**config.mk**
```make
export PLATFORM = sky130hd
export DESIGN_NAME = bmt_ram
export DESIGN_NICKNAME = d
export VERILOG_FILES = /design/src/hw/rtl/bit_matrix_transpose_top_defines.svh /design/src/hw/rtl/bmt_ram.sv
export SDC_FILE = /design/constraint.sdc
export NUM_CORES = 1
export LEC_CHECK = 0
export ABC_CLOCK_PERIOD_IN_PS = 2270
export BUFFER_PORTS_ARGS = -buffer_cell sky130_fd_sc_hd__buf_2
export CAP_MARGIN = 20
export CELL_PAD_IN_SITES_DETAIL_PLACEMENT = 0
export CELL_PAD_IN_SITES_GLOBAL_PLACEMENT = 1
export CORE_ASPECT_RATIO = 0.7
export CORE_UTILIZATION = 54
export DETAILED_ROUTE_END_ITERATION = 10
export PLACE_DENSITY_LB_ADDON = 0.12
export SLEW_MARGIN = 10
export SYNTH_ARGS = -nofsm -noshare
export SYNTH_HDL_FRONTEND = slang
export SYNTH_SLANG_ARGS = --single-unit
```
**constraint.sdc**
```tcl
create_clock -name clock -period 2.27 [get_ports clock]
set_input_delay 0 -clock clock [delete_from_list [all_inputs] [get_ports clock]]
set_output_delay 0 -clock clock [all_outputs]
set_load 0.01 [all_outputs]
```
**src/hw/rtl/bit_matrix_transpose_top_defines.svh**
```systemverilog
// assertion macros for the bit matrix transpose block
`ifndef BIT_MATRIX_TRANSPOSE_TOP_DEFINES_SVH
`define BIT_MATRIX_TRANSPOSE_TOP_DEFINES_SVH

// same-cycle implication, checked out of reset
`define BMT_ASSERT_NOW(label, clk, rst, ante, cons) \
   label: assert property (@(posedge clk) disable iff (rst) (ante) |-> (cons)) \
      else $error("bmt assertion failed");

// next-cycle implication, checked out of reset
`define BMT_ASSERT_NEXT(label, clk, rst, ante, cons) \
   label: assert property (@(posedge clk) disable iff (rst) (ante) |=> (cons)) \
      else $error("bmt assertion failed");

`endif

```
**src/hw/rtl/bmt_ram.sv**
```systemverilog
// generic single write port, single read port ram with registered read
`default_nettype none
module bmt_ram #(
   parameter int WIDTH = 8,
   parameter int DEPTH = 32
) (
   input  wire logic                                      clock,
   input  wire logic                                      wr_en,
   input  wire logic [((DEPTH > 1) ? $clog2(DEPTH) : 1)-1:0] wr_addr,
   input  wire logic [WIDTH-1:0]                          wr_data,
   input  wire logic                                      rd_en,
   input  wire logic [((DEPTH > 1) ? $clog2(DEPTH) : 1)-1:0] rd_addr,
   output logic      [WIDTH-1:0]                          rd_data
);

   logic [WIDTH-1:0] mem_ff [DEPTH];

   always_ff @(posedge clock) begin
      if (wr_en) begin
         mem_ff[wr_addr] <= wr_data;
      end
      if (rd_en) begin
         rd_data <= mem_ff[rd_addr];
      end
   end

endmodule
`default_nettype wire

```
## After elaboration in Yosys (flattened, before gate mapping)

Memories as Yosys holds them, arrays and structs flattened. A register that Yosys moved wholly into a read port is not among the register bits.
Index checks and enable logic that the tools add are counted.
Widths: inputs -> output; s select.

| operators by class | value |
|---|---|
| multiplexer cells | 2 |

Operator list:

| kind | number |
|---|---|
| $mux 1 | 2 |

| word-level totals | value |
|---|---|
| register bits after elaboration | 0 |
| bits in writable memories | 256 |
| bits of input ports | 21 |
| output and inout port bits | 8 |
| logic and storage cells | 3 |
| memories kept | 1 |

Memory list:

| memory | words | bits a word | read ports | clocked after memory_dff | write ports | line | text |
|---|---|---|---|---|---|---|---|
| mem_ff | 32 | 8 | 1 | 1 | 1 | bmt_ram.sv:16 | `logic [WIDTH-1:0] mem_ff [DEPTH];` |

## Depth between registers and ports, before layout

| depth | value |
|---|---|
| depth in word-level cells | 2 |
| gate-level depth with buffers | 5 |
| gate-level depth less buffers | 3 |

## Worst setup path after synthesis

Ideal clock, no wire load.

| timing | value |
|---|---|
| path type | input port to flip-flop |
| start | input rd_addr[2] (netlist name) |
| end | register rd_data[0] (read register of mem_ff) (data pin) |
| library setup time | 0.260 ns |
| arrival | 1.682 ns |
| data required time | 2.010 ns |
| path slack | 0.328 ns |
| stages on the path | 5 |
| cell sequence | clkbuf_1 clkbuf_1 mux4_2 mux4_2 mux2_2 |

RTL lines:

| element | line | text |
|---|---|---|
| start, declared | bmt_ram.sv:12 | `input wire logic [((DEPTH > 1) ? $clog2(DEPTH) : 1)-1:0] rd_addr,` |
| end, declared | bmt_ram.sv:13 | `output logic [WIDTH-1:0] rd_data` |

==> metrics.cfg <==
[status]
status = finished, final reports clean

[power]
cellPowerDensity_nw_per_um2 = 867
ir_worst_vdd_mv = 0.670
fin_total_pwr_mw = 10.1
p_leak_nw = 3.71

[place]
dpl_cell_area_sq_um = 10800
dp_hpwl_um = 13600
routabilityCongestion = 0.766
io_buffers = 28

[setup_path]
cp-start-kind = flop
critPathMaxStageDelay_ns = 0.56
cp.arrival_ns = 2.25
crit_buf_inv = 0
crit_type = reg -> reg
cp-end-kind = flop
crit_top_cell = mux4_2
cp_slowest_cell = mux4_2
path_cells = mux4_2, mux4_2, mux2_2
cp.required_ns = 2.53
critical-path-top-delay-family = multiplexers
cp_max_fo = 1

[run]
max_cap_violations = 0

[sta]
setup_tns_ns = 0
finalCritPeriodShare = 0.875
finalHoldViolCount = 0
rsz0062_at_grt = false
slew_viol_final = 0
setup_violations = 0
layout_min_cycle_time_ns = 1.99
worst_pin_slew_ns = 0.668
max_freq_mhz = 504
slew_headroom = 0.555
fin_skew_ns = 0.0124

[clock_network]
clock_latency_ns = 0.52
cts_root_buf = clkbuf_16
cts_buffers = 25
htreeDepth = 1
clk_pin_slew_ns = 0.06
cts_sinks = 264
ctsResizeCount = 0
post_cts_buffers = 0
clock_path_buffers = 3
cts_tree = done

[drt]
routed_wl_um = 21900
drc = 0
vias = 4627
drt-pass1-iter-count = 5
ant_nets = 0
first_iter_violations = 638
vias_per_cell = 6.22
wl_per_cell_um = 29.4

[yosys]
ys_seq_area_frac = 0.782
netlist.area_leader.share = 0.782
ys_ff_latch = 264
netlist_instances = 417
syn-cell-area_sq_um = 10100
synth.most_common_cell = edfxtp_1
synth_edf_count = 264
synth_top_flop_cell = edfxtp_1
synth_common_cells = edfxtp_1 (264), mux4_2 (80), nor2_1 (33)
ys_types = 14
yosys.area.top_type = edfxtp_1
syn_area_per_cell_sq_um = 24.3
yosys-top-cells-area = edfxtp_1 (78%), mux4_2 (18%), nor2_1 (1.2%), mux2_2 (0.89%), buf_4 (0.44%)
async_flop_share = 0
ys_warn_count = 0
synth_nets = 438

[min_path]
min_path_type = in -> reg

[global_route]
antenna_found_initial = 0
grt_util_all_layers = 0.242
grt_pass1_wl_um = 32200
grt_pass1_vias = 4542
grt_overflow = 0
grt_max_degree = 65

[floorplan]
core_area_sq_um = 18200
row_count = 41
fp.dieH_um = 117
die-area_sq_um = 19300
pin_count = 29
die_x_um = 166
initial_core_util = 0.556

[final_layout]
layout.nets = 512
postLayoutCoreUtil = 0.638
n_antenna_cell = 0
design_area_sq_um = 11600
final_layout_size_suffix_gt1_frac = 0.380
syn_to_final_growth_pct = 14.6

==> repair_timing <==
| item | 4_1_cts | 5_1_grt |
|---|---|---|
| hold buffers | 1 | 0 |
| endpoints found under the setup margin | 0 | 0 |
| endpoints found under the hold margin | 8 | 0 |
==> sequential cells by signal (all words and copies together) (netlist names) <==
| register | flops |
|---|---|
| mem_ff | 256 |
| rd_data | 8 |
==> power breakdown <==
part / leakage, nW / switching [mW] / internal, mW
clock: 0.393 / 1.70 / 2.36
sequential: 2.38 / 0.0251 / 5.44
combinational: 0.934 / 0.303 / 0.233
==> kinds of logic after synthesis <==
family | synth area share
multiplexers | 0.187
buffers and inverters | 0.0105
flip-flops | 0.782
AND/OR/NAND/NOR | 0.0205
==> through the flow <==
step,setup WS [ns],hold slack [ns],std cells
2_1_floorplan,0.328,0.0989,417
3_3_place_gp,0.214,0.394,699
3_5_place_dp,0.202,0.399,699
4_1_cts,0.289,0.00442,744
5_1_grt,0.267,0.0120,744
6_report,0.284,0.0259,744
==> routing by layer <==
layer / up-vias / GRT usage / wire length [um]
li1: 1932 / - / -
met1: 2471 / 0.379 / 9960
met2: 200 / 0.334 / 9210
met3: 24 / 0.0840 / 2410
met4: 0 / 0.0405 / 290
met5: - / 0 / 0
==> cell type report <==
| type | instances | area [sq um] |
|---|---|---|
| sequential | 264 | 7930 |
| fill | 1216 | 6600 |
| multi-input combinational | 133 | 2100 |
| clock buffer | 30 | 644 |
| timing repair buffer | 67 | 500 |
| tap | 236 | 295 |
| clock inverter | 14 | 145 |
==> cell usage in the layout, fill, tap and decap left out <==
cell type and instances:
clkinv_1 3, or3b_2 3, bufinv_16 3, nand3_1 2, edfxtp_1 264, inv_6 1, clkbuf_1 5, clkbuf_16 25
buf_4 34, nor2_1 33, or3_1 1, buf_12 5, mux2_2 8, nand3b_1 5, buf_2 27, mux4_2 80
nand2_1 1, dlygate4sd3_1 1, clkinv_2 7
==> final timing paths <==
path            startpoint          to  slack [ns]  cells past startpoint
min reg2reg  mem_ff[20][4]  rd_data[4]        0.98                      3
min             rd_addr[3]  rd_data[7]        0.03                      2
max reg2reg  mem_ff[12][3]  rd_data[3]        0.28                      3
max          mem_ff[12][3]  rd_data[3]        0.28                      3
No activity file was read; power rests on OpenSTA's default activity.
